==> config.mk <==
export PLATFORM = sky130hd
export DESIGN_NAME = qoid_fifo
export DESIGN_NICKNAME = d
export VERILOG_FILES = /design/src/rtl/qoid_pkg.sv /design/src/rtl/qoid_fifo.sv
export SDC_FILE = /design/constraint.sdc
export NUM_CORES = 1
export LEC_CHECK = 0
export ABC_AREA = 1
export BUFFER_PORTS_ARGS = -buffer_cell sky130_fd_sc_hd__buf_2
export CAP_MARGIN = 10
export CORE_ASPECT_RATIO = 1.5
export CORE_MARGIN = 2
export CORE_UTILIZATION = 47
export CTS_CLUSTER_SIZE = 28
export DETAILED_ROUTE_END_ITERATION = 7
export MAX_ROUTING_LAYER = met4
export PLACE_DENSITY = 0.73
export SETUP_SLACK_MARGIN = 0.4
export SLEW_MARGIN = 10
export SYNTH_ARGS = -nofsm -noshare
export SYNTH_HDL_FRONTEND = slang
export SYNTH_SLANG_ARGS = --single-unit
==> constraint.sdc <==
create_clock -name i_clk -period 6.74 [get_ports i_clk]
set_input_delay 2.022 -clock i_clk [delete_from_list [all_inputs] [get_ports i_clk]]
set_output_delay 2.022 -clock i_clk [all_outputs]
set_load 0.02 [all_outputs]
==> src/rtl/qoid_pkg.sv <==
// Shared types, codes and helpers for the QOI stream decoder.
// No dependencies; used by qoid_front, qoid_fifo, qoid_back and the top level.
package qoid_pkg;

    localparam int TABLE_ENTRIES = 64;
    localparam int TAB_AW        = $clog2(TABLE_ENTRIES);
    localparam int RUN_W         = 6;

    localparam logic [2:0] ST_PIXEL      = 3'd0;
    localparam logic [2:0] ST_DONE       = 3'd1;
    localparam logic [2:0] ST_ABRUPT     = 3'd2;
    localparam logic [2:0] ST_MAGIC      = 3'd3;
    localparam logic [2:0] ST_TOO_LARGE  = 3'd4;
    localparam logic [2:0] ST_CHANNELS   = 3'd5;
    localparam logic [2:0] ST_COLORSPACE = 3'd6;
    localparam logic [2:0] ST_END_MARKER = 3'd7;

    localparam logic [7:0] OP_RGB    = 8'hFE;
    localparam logic [7:0] OP_RGBA   = 8'hFF;
    localparam logic [1:0] TAG_INDEX = 2'b00;
    localparam logic [1:0] TAG_DIFF  = 2'b01;
    localparam logic [1:0] TAG_LUMA  = 2'b10;
    localparam logic [1:0] TAG_RUN   = 2'b11;

    localparam logic [31:0] MAX_PIXELS_RESET = 32'd400_000_000;
    localparam logic [31:0] PIXEL_START      = 32'h0000_00FF;

    // One queued result group: a pixel repeated count times, or a status
    typedef struct packed {
        logic [31:0]      pixel;
        logic [2:0]       status;
        logic [RUN_W-1:0] count;
        logic [31:0]      width;
        logic [31:0]      height;
    } t_cmd;

    function automatic logic [TAB_AW-1:0] px_hash(input logic [31:0] px);
        logic [11:0] s;
        s = 12'(px[31:24]) * 12'd3 + 12'(px[23:16]) * 12'd5
          + 12'(px[15:8]) * 12'd7 + 12'(px[7:0]) * 12'd11;
        return s[TAB_AW-1:0];
    endfunction

    function automatic logic [7:0] magic_byte(input logic [1:0] p);
        logic [7:0] m;
        case (p)
            2'd0:    m = 8'h71;
            2'd1:    m = 8'h6F;
            2'd2:    m = 8'h69;
            default: m = 8'h66;
        endcase
        return m;
    endfunction

endpackage

==> src/rtl/qoid_fifo.sv <==
// Two-entry queue of result groups between parser and output stage.
// Depends on qoid_pkg for t_cmd.
module qoid_fifo import qoid_pkg::*; (
    input  logic i_clk,
    input  logic i_rst_n,
    input  logic i_push,
    input  t_cmd i_cmd,
    input  logic i_pop,
    output logic o_full,
    output logic o_empty,
    output t_cmd o_head
);

    t_cmd       r_mem [2];
    logic       r_wp;
    logic       r_rp;
    logic [1:0] r_cnt;

    assign o_full = (r_cnt == 2'd2);
    assign o_empty = (r_cnt == 2'd0);
    assign o_head = r_mem[r_rp];

    always_ff @(posedge i_clk) begin
        if (!i_rst_n) begin
            r_wp <= 1'b0;
            r_rp <= 1'b0;
            r_cnt <= '0;
        end else begin
            if (i_push) r_wp <= !r_wp;
            if (i_pop) r_rp <= !r_rp;
            r_cnt <= r_cnt + 2'(i_push) - 2'(i_pop);
        end
    end

    always_ff @(posedge i_clk) begin
        if (i_push) r_mem[r_wp] <= i_cmd;
    end

endmodule

==> results_dict.tcl <==
set metrics [dict create \
    wirelength_microns 14300 \
    clock_skew_ns 0.00592 \
    power_density_nw_per_um2 300 \
    hp-class "flop to flop" \
    synth.cell_area_sq_um 8050 \
    worst_pin_slew_ns 0.854 \
    antenna_found_initial 0 \
    slew_headroom 0.431 \
    layout_common_cells "buf_2 (215), edfxtp_1 (210), mux2_2 (55), mux2_4 (50), clkbuf_16 (21)" \
    core_area_sq_um 16800 \
    p_leak_nw 3.87 \
    hold_viol 0 \
    required_ns 4.72 \
    period_needed_ns 4.11 \
    drive_above_1_share 0.588 \
    io_buffers 215 \
    postRouteAntennaNets 0 \
    layout_commonest_cell "buf_2" \
    gp_congestion 0.710 \
    vdd_drop_max_v 0.000237 \
    crit_chain "buf_4, mux2_2, buf_2" \
    ys_seq_area_frac 0.796 \
    fin_nets 701 \
    vias_per_cell 4.95 \
    worstPathMaxFanout 53 \
    syn_inst 360 \
    numClockSinks 215 \
    dp_hpwl_microns 9750 \
    postLayoutCellArea_sq_um 9920 \
    die_w_microns 111 \
    dr_total_vias 4021 \
    chipHeight_microns 164 \
    met2_usage 0.291 \
    wl_per_cell_microns 17.6 \
    ys_types 14 \
    cts_buffer_depth 3 \
    n_antenna_cell 0 \
    slowest_delay_ns 0.65 \
    drtIter0Drc 162 \
    start_util 0.480 \
    synth_fp_nets 471 \
    rsz0062_at_grt "no" \
    drv_slew 0 \
    synth.avg_cell_area_sq_um 22.4 \
    insertion_delay_ns 0.48 \
    setup-tns-final_ns 0 \
    max_cap_viol_count 0 \
    worstSetupPathType "flop to output port" \
    setup_viol 0 \
    busiest_layer "met2" \
    track_usage 0.154 \
    htree_levels 1 \
    drc 0 \
    drt-pass1-iter-count 4 \
    finalCritPeriodShare 0.610 \
    worst_ep_arrival_time_ns 2.09 \
    cts_hold_buf 0 \
    global_route.overflow_total 0 \
    placed_cell_area_sq_um 9290 \
    die-area_sq_um 18200 \
    postCtsSetupBuffers 0 \
    grt_pass1_vias 4313 \
    ys_warn_count 0 \
    grt.met3_usage 0.0339 \
    syn_to_final_growth_pct 23.2 \
    grtUsageMet1 0.159 \
    cts_resized 0 \
    grt_pass1_wl_microns 21400 \
    clk_pin_slew_worst_paths_ns 0.06 \
    clock.fmax_mhz 243 \
    grt_max_degree 65 \
    cts_root_buf "clkbuf_16" \
    cts_buffers 20 \
    crit_path_end_kind "output port" \
    startpoint_type "flop" \
    rows 58 \
    status "finished, final reports clean" \
    tritoncts "built" \
    ys_ff_latch 215 \
    cpMaxStageDelayCell "buf_4" \
    num_io_pins 216 \
]
cells by family (layout without fill, tap and decap cells):
logic type,after synthesis,after routing,synth area share
flip-flops,215,215,0.796
AND/OR/NAND/NOR,18,18,0.00854
multiplexers,105,105,0.170
AO/OA/AOI/OAI,1,1,0.000621
buffers and inverters,19,261,0.0221
adder cells (fa/ha/maj),2,2,0.00311
layout make-up:
type	instances	area, sq um
Clock buffer	23	533
Clock inverter	11	97.6
Fill cell	1262	6840
Inverter	7	28.8
Multi-Input combinational cell	126	1480
Sequential cell	215	6410
Tap cell	210	263
Timing Repair Buffer	220	1110
per-stage QoR:
step	std cells	setup slack [ns]	hold WS [ns]	util	power, mW
2_1_floorplan	360	1.54	0.463	-	1.82
3_3_place_gp	778	2.84	0.474	0.554	1.92
3_5_place_dp	778	2.81	0.489	0.554	1.93
4_1_cts	812	2.59	0.512	0.592	3.02
5_1_grt	812	2.53	0.550	0.592	3.09
6_report	812	2.63	0.511	0.592	2.98
metal layers:
layer / share of wire / vias to the layer above
li1: - / 1876
met1: 0.35 / 1976
met3: 0.059 / 24
met2: 0.57 / 145
met5: 0 / -
met4: 0.020 / 0
Yosys cell counts:
master	count	area (sq um)
buf_2	5	25.0
ha_1	2	25.0
edfxtp_1	210	6310
mux2_4	50	751
a21oi_1	1	5.00
inv_1	7	26.3
buf_6	1	11.3
buf_12	5	100
nor2_1	9	33.8
mux2_2	55	619
nand3_1	1	5.00
dfxtp_1	5	100
buf_8	1	15.0
nand2_1	8	30.0
state kept, by name (all words and copies together) (netlist names), named ones only:
name	count
r_wp	1
r_cnt	2
r_mem	210
r_rp	1
worst max-delay path, delay by kind of cell (launching register included):
| kind | cells | cell delay, ns |
|---|---|---|
| buffers and inverters | 2 | 0.81 |
| DFF | 1 | 0.34 |
| muxes | 1 | 0.44 |
report_power, final:
part	total, mW	internal [mW]	switching (mW)
Sequential	1.57	1.55	0.0171
Clock	1.08	0.639	0.443
Combinational	0.334	0.140	0.194
path summary, 6_finish.rpt:
path	slack, ns	end	cells after the start	startpoint
max	2.63	o_head[35]	3	flop
min	0.51	flop	2	r_rp$_SDFFE_PN0P_
max reg2reg	4.59	r_mem[1][103]$_DFFE_PP_	3	r_wp$_SDFFE_PN0P_
min reg2reg	0.51	flop	2	r_rp$_SDFFE_PN0P_
Power figures use the tool's default switching activity.
