<file path="src/rtl/qoid_pkg.sv">
// Shared types, codes and helpers for the QOI stream decoder.
// No dependencies; used by qoid_front, qoid_fifo, qoid_back and the top level.
package qoid_pkg;

    localparam int TABLE_ENTRIES = 64;
    localparam int TAB_AW        = $clog2(TABLE_ENTRIES);
    localparam int RUN_W         = 6;

    localparam logic [2:0] ST_PIXEL      = 3'd0;
    localparam logic [2:0] ST_DONE       = 3'd1;
    localparam logic [2:0] ST_ABRUPT     = 3'd2;
    localparam logic [2:0] ST_MAGIC      = 3'd3;
    localparam logic [2:0] ST_TOO_LARGE  = 3'd4;
    localparam logic [2:0] ST_CHANNELS   = 3'd5;
    localparam logic [2:0] ST_COLORSPACE = 3'd6;
    localparam logic [2:0] ST_END_MARKER = 3'd7;

    localparam logic [7:0] OP_RGB    = 8'hFE;
    localparam logic [7:0] OP_RGBA   = 8'hFF;
    localparam logic [1:0] TAG_INDEX = 2'b00;
    localparam logic [1:0] TAG_DIFF  = 2'b01;
    localparam logic [1:0] TAG_LUMA  = 2'b10;
    localparam logic [1:0] TAG_RUN   = 2'b11;

    localparam logic [31:0] MAX_PIXELS_RESET = 32'd400_000_000;
    localparam logic [31:0] PIXEL_START      = 32'h0000_00FF;

    // One queued result group: a pixel repeated count times, or a status
    typedef struct packed {
        logic [31:0]      pixel;
        logic [2:0]       status;
        logic [RUN_W-1:0] count;
        logic [31:0]      width;
        logic [31:0]      height;
    } t_cmd;

    function automatic logic [TAB_AW-1:0] px_hash(input logic [31:0] px);
        logic [11:0] s;
        s = 12'(px[31:24]) * 12'd3 + 12'(px[23:16]) * 12'd5
          + 12'(px[15:8]) * 12'd7 + 12'(px[7:0]) * 12'd11;
        return s[TAB_AW-1:0];
    endfunction

    function automatic logic [7:0] magic_byte(input logic [1:0] p);
        logic [7:0] m;
        case (p)
            2'd0:    m = 8'h71;
            2'd1:    m = 8'h6F;
            2'd2:    m = 8'h69;
            default: m = 8'h66;
        endcase
        return m;
    endfunction

endpackage

</file>
<file path="src/rtl/qoid_back.sv">
// Output stage: plays each queued group out, repeating run pixels.
// Depends on qoid_pkg; drives the result channel of the top level.
module qoid_back import qoid_pkg::*; (
    input  logic        i_clk,
    input  logic        i_rst_n,
    input  logic        i_empty,
    input  t_cmd        i_head,
    output logic        o_pop,
    output logic        o_valid,
    input  logic        i_stall,
    output logic [7:0]  o_red,
    output logic [7:0]  o_green,
    output logic [7:0]  o_blue,
    output logic [7:0]  o_alpha,
    output logic [2:0]  o_status,
    output logic        o_last_of_run,
    output logic [31:0] o_image_width,
    output logic [31:0] o_image_height
);

    logic             r_valid;
    t_cmd             r_cmd;
    logic [RUN_W-1:0] r_left;
    logic             out_acc;
    logic             last;

    assign out_acc = r_valid && !i_stall;
    assign last = (r_left == RUN_W'(1));
    assign o_pop = !i_empty && (!r_valid || (out_acc && last));

    always_ff @(posedge i_clk) begin
        if (!i_rst_n) begin
            r_valid <= 1'b0;
            r_left <= '0;
        end else if (o_pop) begin
            r_valid <= 1'b1;
            r_left <= i_head.count;
        end else if (out_acc) begin
            if (last) r_valid <= 1'b0;
            else r_left <= r_left - RUN_W'(1);
        end
    end

    always_ff @(posedge i_clk) begin
        if (o_pop) r_cmd <= i_head;
    end

    assign o_valid = r_valid;
    assign o_red = r_cmd.pixel[31:24];
    assign o_green = r_cmd.pixel[23:16];
    assign o_blue = r_cmd.pixel[15:8];
    assign o_alpha = r_cmd.pixel[7:0];
    assign o_status = r_cmd.status;
    assign o_last_of_run = last;
    assign o_image_width = r_cmd.width;
    assign o_image_height = r_cmd.height;

endmodule

</file>
<file path="config.mk">
export PLATFORM = sky130hd
export DESIGN_NAME = qoid_back
export DESIGN_NICKNAME = d
export VERILOG_FILES = /design/src/rtl/qoid_pkg.sv /design/src/rtl/qoid_back.sv
export SDC_FILE = /design/constraint.sdc
export NUM_CORES = 1
export LEC_CHECK = 0
export BUFFER_PORTS_ARGS = -buffer_cell sky130_fd_sc_hd__buf_2
export CORE_ASPECT_RATIO = 1.4
export CORE_UTILIZATION = 30
export CTS_CLUSTER_DIAMETER = 40
export DETAILED_ROUTE_END_ITERATION = 10
export SLEW_MARGIN = 20
export SYNTH_ARGS = -nofsm -noshare
export SYNTH_HDL_FRONTEND = slang
export SYNTH_SLANG_ARGS = --single-unit
</file>
<file path="constraint.sdc">
create_clock -name i_clk -period 6.4 [get_ports i_clk]
set_clock_uncertainty 0.1 [all_clocks]
set_input_delay 1.28 -clock i_clk [delete_from_list [all_inputs] [get_ports i_clk]]
set_output_delay 1.28 -clock i_clk [all_outputs]
set_load 0.005 [all_outputs]
</file>
==> out/summary.txt <==
Run status: finished, final reports clean
Period minus WS final: 4000 ps
CP most frequent cell: buf_2
Mean number of vias per cell: 4.29
DRC Markers: 0
RSZ-0062 raised after global routing: no
Synth Area per Inst: 22.6 um2
Max cap viols: 0
Routed vias: 2251
Initial antenna violation count: 0
Die W: 93.2 um
Core ar.: 0.0113 mm2
P&R area growth vs syn: 44.0%
FFs w/ async S/R, synth: 0%
Iter 0 DRT Violations: 47
TritonCTS clock tree: built
Routed WL: 7.57 mm
Met2 Use GR: 22.8%
Worst hold slack: 489 ps
First-pass GRT wire length: 10.6 mm
CP cell instances: buf_2, nor2_1, a31oi_4, inv_4, buf_2
Worst-margin pin slew: 743 ps
Design Power: 1.51 mW
Clock root buffer: clkbuf_16
Fraction of layout cells with a size suffix above 1: 62.5%
Largest net degree at the start of global routing: 61
Fraction of the mapped netlist area in compound gates: 4.87%
Gr busiest metal: met2
# diodes: 0
Startpoint class of the critical path: primary input
DRT antenna net count: 0
Met3 usage in global routing: 3.67%
Most common cell after layout, fill and taps aside: buf_2
Die Y: 130 um
IO Port Bufs: 210
Post-CTS sizing: 0
Min-Delay Path Class: reg2reg
PD cells: 300 mW/mm2
Maximum vdd ir drop: 0.117 mV
Syn nets: 266
Adder-Cell Fraction of Synth Area: 0.716%
Clock transition at path regs: 60 ps
Placer Congestion: 0.783
Post-Syn Instances: 155
Ports: 211
Max Clk Rate: 250 MHz
WL per Instance: 14.4 um
Worst-skew pair later-pin latency: 340 ps
DP Cell Count: 510
# setup viols final: 0
Prevailing post-synth register cell: edfxtp_1
Fillers: 1032
Final net count: 488
Rows: 46
Netlist cell types: 31
Critical Path AT: 2620 ps
Die area: 0.0121 mm2
Critical path class: in2out
Worst path slowest cell: inv_4
Footprint of the multi-input gates: 362 um2
CTS Sinks: 106
Vias in the first global route: 2138
Total negative slack: 0 ps
Max-slew violations: 0
Final hold vios: 0
Slowest stage delay, CP: 580 ps
Final cell count without fillers: 525
Pleak: 2.10 nW
Synth Warn #: 0
Multiplexer area fraction after synthesis: 0.573%
Req. time, crit path: 5020 ps
Most frequent cells in the layout: 210 x buf_2, 99 x edfxtp_1, 9 x clkbuf_16
EDFF count, synth: 99
Cts bufs inserted: 9
Simple-gate portion of the synthesized area: 4.19%
CTS max path bufs: 2
Post-Syn Area: 0.00350 mm2
Register bit total from synthesis: 106
Register area share after synthesis: 89.0%
Met1 Track Usage GR: 11.5%
Post-synthesis xor/xnor area fraction: 0%
Crit Path Max Fanout: 60
Setup crit end kind: output pin
Post-DP HPWL: 5.72 mm
Largest family of logic cells by synthesized area: compound AO/OA/AOI/OAI gates
H-Tree Depth: 3
Register area: 0.00311 mm2
GR Overflow Total: 0
Starting Density: 30.8%
First-pass DRT Iterations: 4
Final period util: 62.6%
Slew margin rel.: 50.4%
# hold bufs at CTS: 0
Post CTS Setup Buffer Count: 0
All-Layer GR Usage: 12.0%
[synthesized netlist by cell type, types with 2 or more instances]
| cell | instances | area share [%] |
|---|---|---|
| edfxtp_1 | 99 | 85 |
| dfxtp_1 | 7 | 4.0 |
| a21oi_1 | 5 | 0.72 |
| nor2_1 | 5 | 0.54 |
| o21ai_1 | 5 | 0.72 |
| inv_1 | 3 | 0.32 |
| nand2_1 | 3 | 0.32 |
| a31oi_1 | 2 | 0.36 |
| ha_1 | 2 | 0.72 |
| mux2i_1 | 2 | 0.57 |
| nand3b_1 | 2 | 0.43 |
[worst max-delay path, delay by kind of cell]
family	cells	cell delay, ps
buffers and inverters	3	960
AO/OA/AOI/OAI	1	160
AND/OR/NAND/NOR	1	190
[metrics by stage]
| step | area (um2) | setup WS, ps | util, % |
|---|---|---|---|
| final | 5030 | 2400 | 44.4 |
| after global routing | 5030 | 2250 | 44.4 |
| after CTS | 5030 | 2380 | 44.4 |
| after detailed placement | 4730 | 2390 | 41.8 |
| after global placement | 4730 | 2420 | 41.8 |
| after floorplan | 3500 | 2710 | - |
[registers in the layout (all words and copies together) (netlist names)]
name            cells
o_green             8
o_valid             1
o_image_width      32
r_left              6
o_image_height     32
o_blue              8
o_status            3
o_red               8
o_alpha             8
[final cells by class]
type,instances,share of cell area [%]
multi-input cells,44,7.18
well taps,144,3.58
repair buffers,211,21.0
clock buffers,9,4.47
flip-flops and latches,106,61.8
clock inverters,6,1.47
inverters,5,0.423
[per-layer routing]
| metal | up-vias | wire, um |
|---|---|---|
| met2 | 121 | 4320 |
| met3 | 8 | 575 |
| li1 | 1057 | - |
| met4 | 0 | 128 |
| met1 | 1065 | 2550 |
| met5 | - | 0 |
[where the power goes]
part / internal (mW) / switching, mW
combinational: 0.0627 / 0.0681
clock: 0.307 / 0.241
sequential: 0.813 / 0.0167
total: 1.18 / 0.325
[final timing paths]
path,startpoint,to,slack [ps],cells past startpoint
hold reg to reg,r_left[4],r_left[4],490,2
hold / removal,r_left[4],r_left[4],490,2
setup / recovery,i_empty,o_pop,2400,5
setup reg to reg,r_left[0],o_image_width[18],3590,5
[cell families (layout without fill, tap and decap cells)]
logic type	after synthesis	count (layout)
simple gates	20	20
mux	2	2
compound gates	20	20
flops	106	106
buf+inv	5	231
fa+ha+maj	2	2
Note: power is estimated with default switching activity, not from simulation.
